[config.mk]
export PLATFORM = sky130hd
export DESIGN_NAME = ecos_ctrl
export DESIGN_NICKNAME = d
export VERILOG_FILES = /design/src/ecos_pkg.sv /design/src/ecos_ctrl.sv
export SDC_FILE = /design/constraint.sdc
export NUM_CORES = 1
export LEC_CHECK = 0
export BUFFER_PORTS_ARGS = -buffer_cell sky130_fd_sc_hd__buf_2
export CORE_AREA = 2 2 39 41
export CTS_CLUSTER_SIZE = 20
export DETAILED_ROUTE_END_ITERATION = 12
export DIE_AREA = 0 0 41 43
export GPL_ROUTABILITY_DRIVEN = 1
export SETUP_SLACK_MARGIN = 0.1
export SYNTH_ARGS = -nofsm -noshare
export SYNTH_HDL_FRONTEND = slang
export SYNTH_SLANG_ARGS = --single-unit
[constraint.sdc]
create_clock -name i_clk -period 2.5 [get_ports i_clk]
set_input_delay 0.375 -clock i_clk [delete_from_list [all_inputs] [get_ports i_clk]]
set_output_delay 0.375 -clock i_clk [all_outputs]
set_load 0.02 [all_outputs]
[src/ecos_pkg.sv]
// Package: types, constants and breakpoint tables for the envelope CV output shaper.
package ecos_pkg;

    localparam int CHANNELS    = 6;
    localparam int HOLD_TICKS  = 2000;
    localparam int QUIET_TICKS = 2000;
    localparam int CH_W        = (CHANNELS > 1) ? $clog2(CHANNELS) : 1;
    localparam int ROM_POINTS  = 96;
    localparam int ROM_W       = $clog2(ROM_POINTS);

    localparam logic [12:0] PITCH_OFFSET   = 13'd22;
    localparam logic [12:0] PITCH_KMAX     = 13'd5166;
    localparam logic [30:0] TRIG_THRESHOLD = 31'h0200_0000;
    localparam logic [12:0] TRIG_DUTY      = 13'd4090;
    localparam logic [12:0] DUTY_MAX       = 13'd4096;
    localparam logic [12:0] PITCH_FLOOR    = 13'd42;

    localparam logic [2:0] STEP_NONE   = 3'd0;
    localparam logic [2:0] STEP_PREP   = 3'd1;
    localparam logic [2:0] STEP_MULT   = 3'd2;
    localparam logic [2:0] STEP_SEARCH = 3'd3;

    typedef enum logic [1:0] {
        REG_TRACK_MODE  = 2'd0,
        REG_TAP_POINT   = 2'd1,
        REG_ATTACK_COEF = 2'd2,
        REG_DECAY_COEF  = 2'd3
    } t_reg_idx;

    typedef enum logic [1:0] {
        MODE_PITCH    = 2'd0,
        MODE_ENVELOPE = 2'd1,
        MODE_TRIGGER  = 2'd2,
        MODE_TRIG_ALT = 2'd3
    } t_mode;

    typedef struct packed {
        logic [15:0] gain_5;
        logic [15:0] gain_4;
        logic [15:0] gain_3;
        logic [15:0] gain_2;
        logic [15:0] gain_1;
        logic [15:0] gain_0;
        logic [30:0] level_5;
        logic [30:0] level_4;
        logic [30:0] level_3;
        logic [30:0] level_2;
        logic [30:0] level_1;
        logic [30:0] level_0;
    } t_in;

    typedef struct packed {
        logic [12:0] duty_5;
        logic [12:0] duty_4;
        logic [12:0] duty_3;
        logic [12:0] duty_2;
        logic [12:0] duty_1;
        logic [12:0] duty_0;
    } t_out;

    typedef enum logic [2:0] {
        ST_IDLE,
        ST_LOAD,
        ST_STEP1,
        ST_STEP2,
        ST_STEP3,
        ST_STEP4,
        ST_OUT
    } t_state;

    typedef struct packed {
        logic          load;
        logic [2:0]    step;
        logic [CH_W-1:0] ch;
        logic          commit;
    } t_cmd;

    typedef struct packed {
        logic          search_done;
    } t_stat;

    function automatic logic [12:0] bp_pos(input logic [ROM_W-1:0] i);
        logic [12:0] t [0:ROM_POINTS-1];
        t = '{
            13'd0,13'd1,13'd2,13'd3,13'd5,13'd6,13'd8,13'd10,13'd12,13'd14,
            13'd16,13'd18,13'd21,13'd23,13'd26,13'd29,13'd32,13'd35,13'd38,13'd42,
            13'd46,13'd50,13'd54,13'd59,13'd64,13'd69,13'd74,13'd80,13'd86,13'd92,
            13'd99,13'd106,13'd114,13'd122,13'd131,13'd140,13'd149,13'd160,13'd171,13'd182,
            13'd194,13'd207,13'd220,13'd235,13'd250,13'd267,13'd284,13'd302,13'd321,13'd342,
            13'd363,13'd386,13'd411,13'd436,13'd463,13'd492,13'd523,13'd556,13'd590,13'd626,
            13'd665,13'd705,13'd749,13'd795,13'd843,13'd895,13'd949,13'd1007,13'd1069,13'd1133,
            13'd1202,13'd1275,13'd1352,13'd1433,13'd1520,13'd1612,13'd1709,13'd1812,13'd1921,
            13'd2037,13'd2159,13'd2289,13'd2426,13'd2572,13'd2726,13'd2889,13'd3063,13'd3246,
            13'd3440,13'd3646,13'd3865,13'd4096,13'd4340,13'd4600,13'd4875,13'd5166};
        return t[i];
    endfunction

    function automatic logic [11:0] bp_val(input logic [ROM_W-1:0] i);
        logic [11:0] t [0:ROM_POINTS-1];
        t = '{
            12'd42,12'd84,12'd127,12'd169,12'd212,12'd255,12'd297,12'd340,12'd382,12'd425,
            12'd467,12'd510,12'd553,12'd595,12'd638,12'd680,12'd723,12'd766,12'd808,12'd851,
            12'd893,12'd936,12'd978,12'd1021,12'd1064,12'd1106,12'd1149,12'd1191,12'd1234,
            12'd1277,12'd1319,12'd1362,12'd1404,12'd1447,12'd1489,12'd1532,12'd1575,12'd1617,
            12'd1660,12'd1702,12'd1745,12'd1788,12'd1830,12'd1873,12'd1915,12'd1958,12'd2000,
            12'd2043,12'd2086,12'd2128,12'd2171,12'd2213,12'd2256,12'd2299,12'd2341,12'd2384,
            12'd2426,12'd2469,12'd2511,12'd2554,12'd2597,12'd2639,12'd2682,12'd2724,12'd2767,
            12'd2810,12'd2852,12'd2895,12'd2937,12'd2980,12'd3022,12'd3065,12'd3108,12'd3150,
            12'd3193,12'd3235,12'd3278,12'd3321,12'd3363,12'd3406,12'd3448,12'd3491,12'd3533,
            12'd3576,12'd3619,12'd3661,12'd3704,12'd3746,12'd3789,12'd3832,12'd3874,12'd3917,
            12'd3959,12'd4002,12'd4044,12'd4087};
        return t[i];
    endfunction

endpackage

[src/ecos_ctrl.sv]
// Controller: sequences the channels through the datapath steps.
module ecos_ctrl (
    input  logic              i_clk,
    input  logic              i_rst_n,
    input  logic              i_valid,
    output logic              o_ready,
    output logic              o_valid,
    input  logic              i_ready,
    input  ecos_pkg::t_stat   i_stat,
    output ecos_pkg::t_cmd    o_cmd
);
    import ecos_pkg::*;

    t_state r_state, n_state;
    logic [CH_W-1:0] r_ch, n_ch;

    always_ff @(posedge i_clk) begin
        if (!i_rst_n) begin
            r_state <= ST_IDLE;
            r_ch    <= '0;
        end else begin
            r_state <= n_state;
            r_ch    <= n_ch;
        end
    end

    always_comb begin
        n_state = r_state;
        n_ch    = r_ch;
        o_cmd   = '0;
        o_cmd.ch = r_ch;
        o_ready = 1'b0;
        o_valid = 1'b0;
        case (r_state)
            ST_IDLE: begin
                o_ready = 1'b1;
                if (i_valid) begin
                    o_cmd.load = 1'b1;
                    n_ch = '0;
                    n_state = ST_STEP1;
                end
            end
            ST_STEP1: begin
                o_cmd.step = STEP_PREP;
                n_state = ST_STEP2;
            end
            ST_STEP2: begin
                o_cmd.step = STEP_MULT;
                n_state = ST_STEP3;
            end
            ST_STEP3: begin
                o_cmd.step = STEP_SEARCH;
                if (i_stat.search_done) n_state = ST_STEP4;
            end
            ST_STEP4: begin
                o_cmd.commit = 1'b1;
                if (r_ch == CH_W'(CHANNELS - 1)) begin
                    n_state = ST_OUT;
                end else begin
                    n_ch = r_ch + CH_W'(1);
                    n_state = ST_STEP1;
                end
            end
            ST_OUT: begin
                o_valid = 1'b1;
                if (i_ready) n_state = ST_IDLE;
            end
            default: n_state = ST_IDLE;
        endcase
    end
endmodule

==> summary.md <==
| Metric | Value |
|---|---|
| Run status | `finished clean` |
| Maximum clock path buffer count | `2` |
| Final hold vios | `0` |
| Worst EP required | `2.12 ns` |
| Starting Density | `0.334` |
| Router iterations before antenna repair | `4` |
| Dpl ws | `around 1.0 ns` |
| Final ANT Viol Nets | `0` |
| Reg2reg start | `r_state[0]$_SDFFE_PN0P_` |
| GP Congestion | `between 0.6 and 0.7` |
| Hold worst-path end | `r_ch[1]$_SDFFE_PN0P_` |
| Worst reg2reg path endpoint | `r_ch[2]$_SDFFE_PN0P_` |
| Fmax | `between 500 and 600 MHz` |
| Post-synthesis xor/xnor area fraction | `0.0190` |
| Clk Latency, worst-skew pair | `approximately 0.25 ns` |
| Post-synthesis mux area share | `0.0244` |
| Syn Nets | `60` |
| GRT overflow | `0` |
| Multi-input logic area | `~290 sq um` |
| Largest family of logic cells by synthesized area | `compound AO/OA/AOI/OAI gates` |
| Worst path arrival time | `1.39 ns` |
| Post-synthesis adder-cell area fraction | `0.0542` |
| Fin nets | `74` |
| DP HPWL | `slightly below 700 microns` |
| CP startpoint kind | `flop` |
| Synth Warn # | `0` |
| Ant diodes | `0` |
| Setup ws final | `approximately 0.74 ns` |
| Tcrit/Tclk final | `0.706` |
| Post-synth cell types | `32` |
| Top-count cell post-synth | `dfxtp_1` |
| Initial antenna violation count | `0` |
| DRT iter0 DRCs | `9` |
| Max-cap violations | `0` |
| Register area | `~120 sq um` |
| H-tree levels | `1` |
| Synth area leaders | `dfxtp_1, ha_1, buf_6, o311a_1, a21o_1` |
| Vias in the first global route | `about 360` |
| First-pass GRT wire length | `roughly 1.5 mm` |
| WHS Path Cells | `2` |
| Clock transition at the registers of the reported paths | `0.05 ns` |
| Element type at the critical path end | `primary output` |
| Peak supply drop | `around 0.38 mV` |
| Post-synth top flop | `dfxtp_1` |
| Slew Viols, Final | `0` |
| Die Width | `around 41 microns` |
| Fillers | `roughly 150` |
| Worst hold-check path type | `in -> reg` |
| Synthesized flop and latch total | `6` |
| GRT Total Usage | `0.123` |
| RSZ-0062 raised after global routing | `false` |
| Worst Hold Launch | `i_rst_n` |
| Layout cells sized above 1 | `0.354` |
| Final min period | `1.76 ns` |
| Post-synth top area share | `0.260` |
| I/O Pins | `15` |
| CTS Hold Bufs | `0` |
| Lkg Pwr | `between 0.2 and 0.3 nW` |
| Biggest area consumer among synthesized cells | `dfxtp_1` |
| Pwr per Cell Area | `approximately 660 nW/um^2` |
| Clk root buf | `clkbuf_4` |
| Critical Path Fanout Max | `13` |
| Row count | `14` |
| Worst Path Class, Setup | `reg -> out` |
| Die height | `between 40 and 50 microns` |
| Synth Area in Simple Gates | `0.249` |
| CTS Buf Count | `3` |
| DRC viols | `0` |
| Number of synthesized flops with an enable pin | `0` |
| Gate Count Post-Synth | `53` |
| TritonCTS clock tree | `built` |
| Die area | `between 1500 and 2000 sq um` |
| Most frequent cells after synthesis | `dfxtp_1, nand2_1, nor2_1` |
| Vias | `roughly 400` |
| Complex-gate fraction of the synthesized area | `0.271` |
| Post-Route WL | `~950 microns` |
| Fin Clk Skew | `0.00577 ns` |
| Synthesized area | `462 sq um` |
| Post-route setup TNS | `0 ns` |
| Reg2reg setup slack | `between 1 and 1.5 ns` |
| Post-CTS Repair Setup Buffers | `0` |
| Post-synth ARST share | `0` |
| R2R depth | `3` |
| Synth Area per Inst | `between 8 and 9 sq um` |
| Post-DR vias/cell | `roughly 5` |
| Clock sink total | `6` |
| Port Buf Inserts | `13` |
| Post-cts resize count | `0` |
| WL/cell | `11.7 microns` |
| Final setup fails | `0` |
| Post-synthesis sequential area ratio | `0.260` |
| Core Area | `~1400 sq um` |
| Pin count of the biggest net entering global routing | `14` |
| Area Growth Syn to Fin | `15.2%` |
per-layer routing:
layer / wire length [microns] / track usage / vias to the layer above
met3: 56 / 0.0314 / 0
met1: 489 / 0.160 / 179
met2: 405 / 0.172 / 14
met4: 0 / 0.0800 / 0
li1: - / - / 209
met5: 0 / 0 / -
through the flow:
stage / util / area, sq um / hold slack, ns / std cells / power, mW
2_1_floorplan: - / 462 / 0.493 / 53 / 0.241
3_3_place_gp: 0.368 / 509 / 0.585 / 78 / 0.263
3_5_place_dp: 0.368 / 509 / 0.585 / 78 / 0.262
4_1_cts: 0.384 / 532 / 0.407 / 81 / 0.356
5_1_grt: 0.384 / 532 / 0.416 / 81 / 0.376
6_report: 0.384 / 532 / 0.414 / 81 / 0.351
cells by family after synthesis:
family | after synthesis
mux | 1
xor+xnor | 1
flops | 6
simple gates | 19
fa+ha+maj | 2
buf+inv | 8
other cells | 1
compound gates | 15
power by group:
part	internal [mW]	switching, mW	total, mW	leakage (nW)
Clock	0.0545	0.0371	0.0916	0.0138
Combinational	0.0572	0.0685	0.126	0.192
Sequential	0.105	0.0289	0.134	0.0490
registers in the layout, indices dropped and copies added, names as in the netlist:
register / cells
r_ch: 3
r_state: 3
worst max path at each step:
stage                            start  endpoint  slack [ns]  depth (start not counted)
2_1_floorplan  r_state[0]$_SDFFE_PN0P_  o_cmd[5]        1.02                          3
3_3_place_gp   r_state[2]$_SDFFE_PN0P_  o_cmd[5]        1.01                          4
3_5_place_dp   r_state[2]$_SDFFE_PN0P_  o_cmd[5]         1.0                          4
4_1_cts        r_state[2]$_SDFFE_PN0P_  o_cmd[5]        0.72                          4
5_1_grt        r_state[2]$_SDFFE_PN0P_  o_cmd[5]        0.61                          4
6_report       r_state[2]$_SDFFE_PN0P_  o_cmd[5]        0.74                          4
worst max-delay path, stage by stage, from the launching register on:
cell and delay (ns):
dfxtp_1 0.56, and2b_2 0.28, nand2_1 0.06, o21ai_0 0.07, buf_2 0.17
cell type report:
class	count	area share
multi-input combinational	39	0.544
sequential	6	0.226
inverter	4	0.0282
clock buffer	3	0.0424
timing repair buffer	13	0.122
tap	16	0.0376
cell usage in the layout (no fill, tap or decap), drive strengths merged, types with 2 or more instances in the layout:
| cell type | instances |
|---|---|
| o21a | 2 |
| buf | 13 |
| nor3b | 3 |
| inv | 4 |
| dfxtp | 6 |
| nor3 | 2 |
| nand2b | 2 |
| clkbuf | 3 |
| nor2 | 4 |
| o311a | 2 |
| a21o | 2 |
| ha | 2 |
| o21ai | 2 |
| nand2 | 4 |
(Power assumes the default switching activity.)
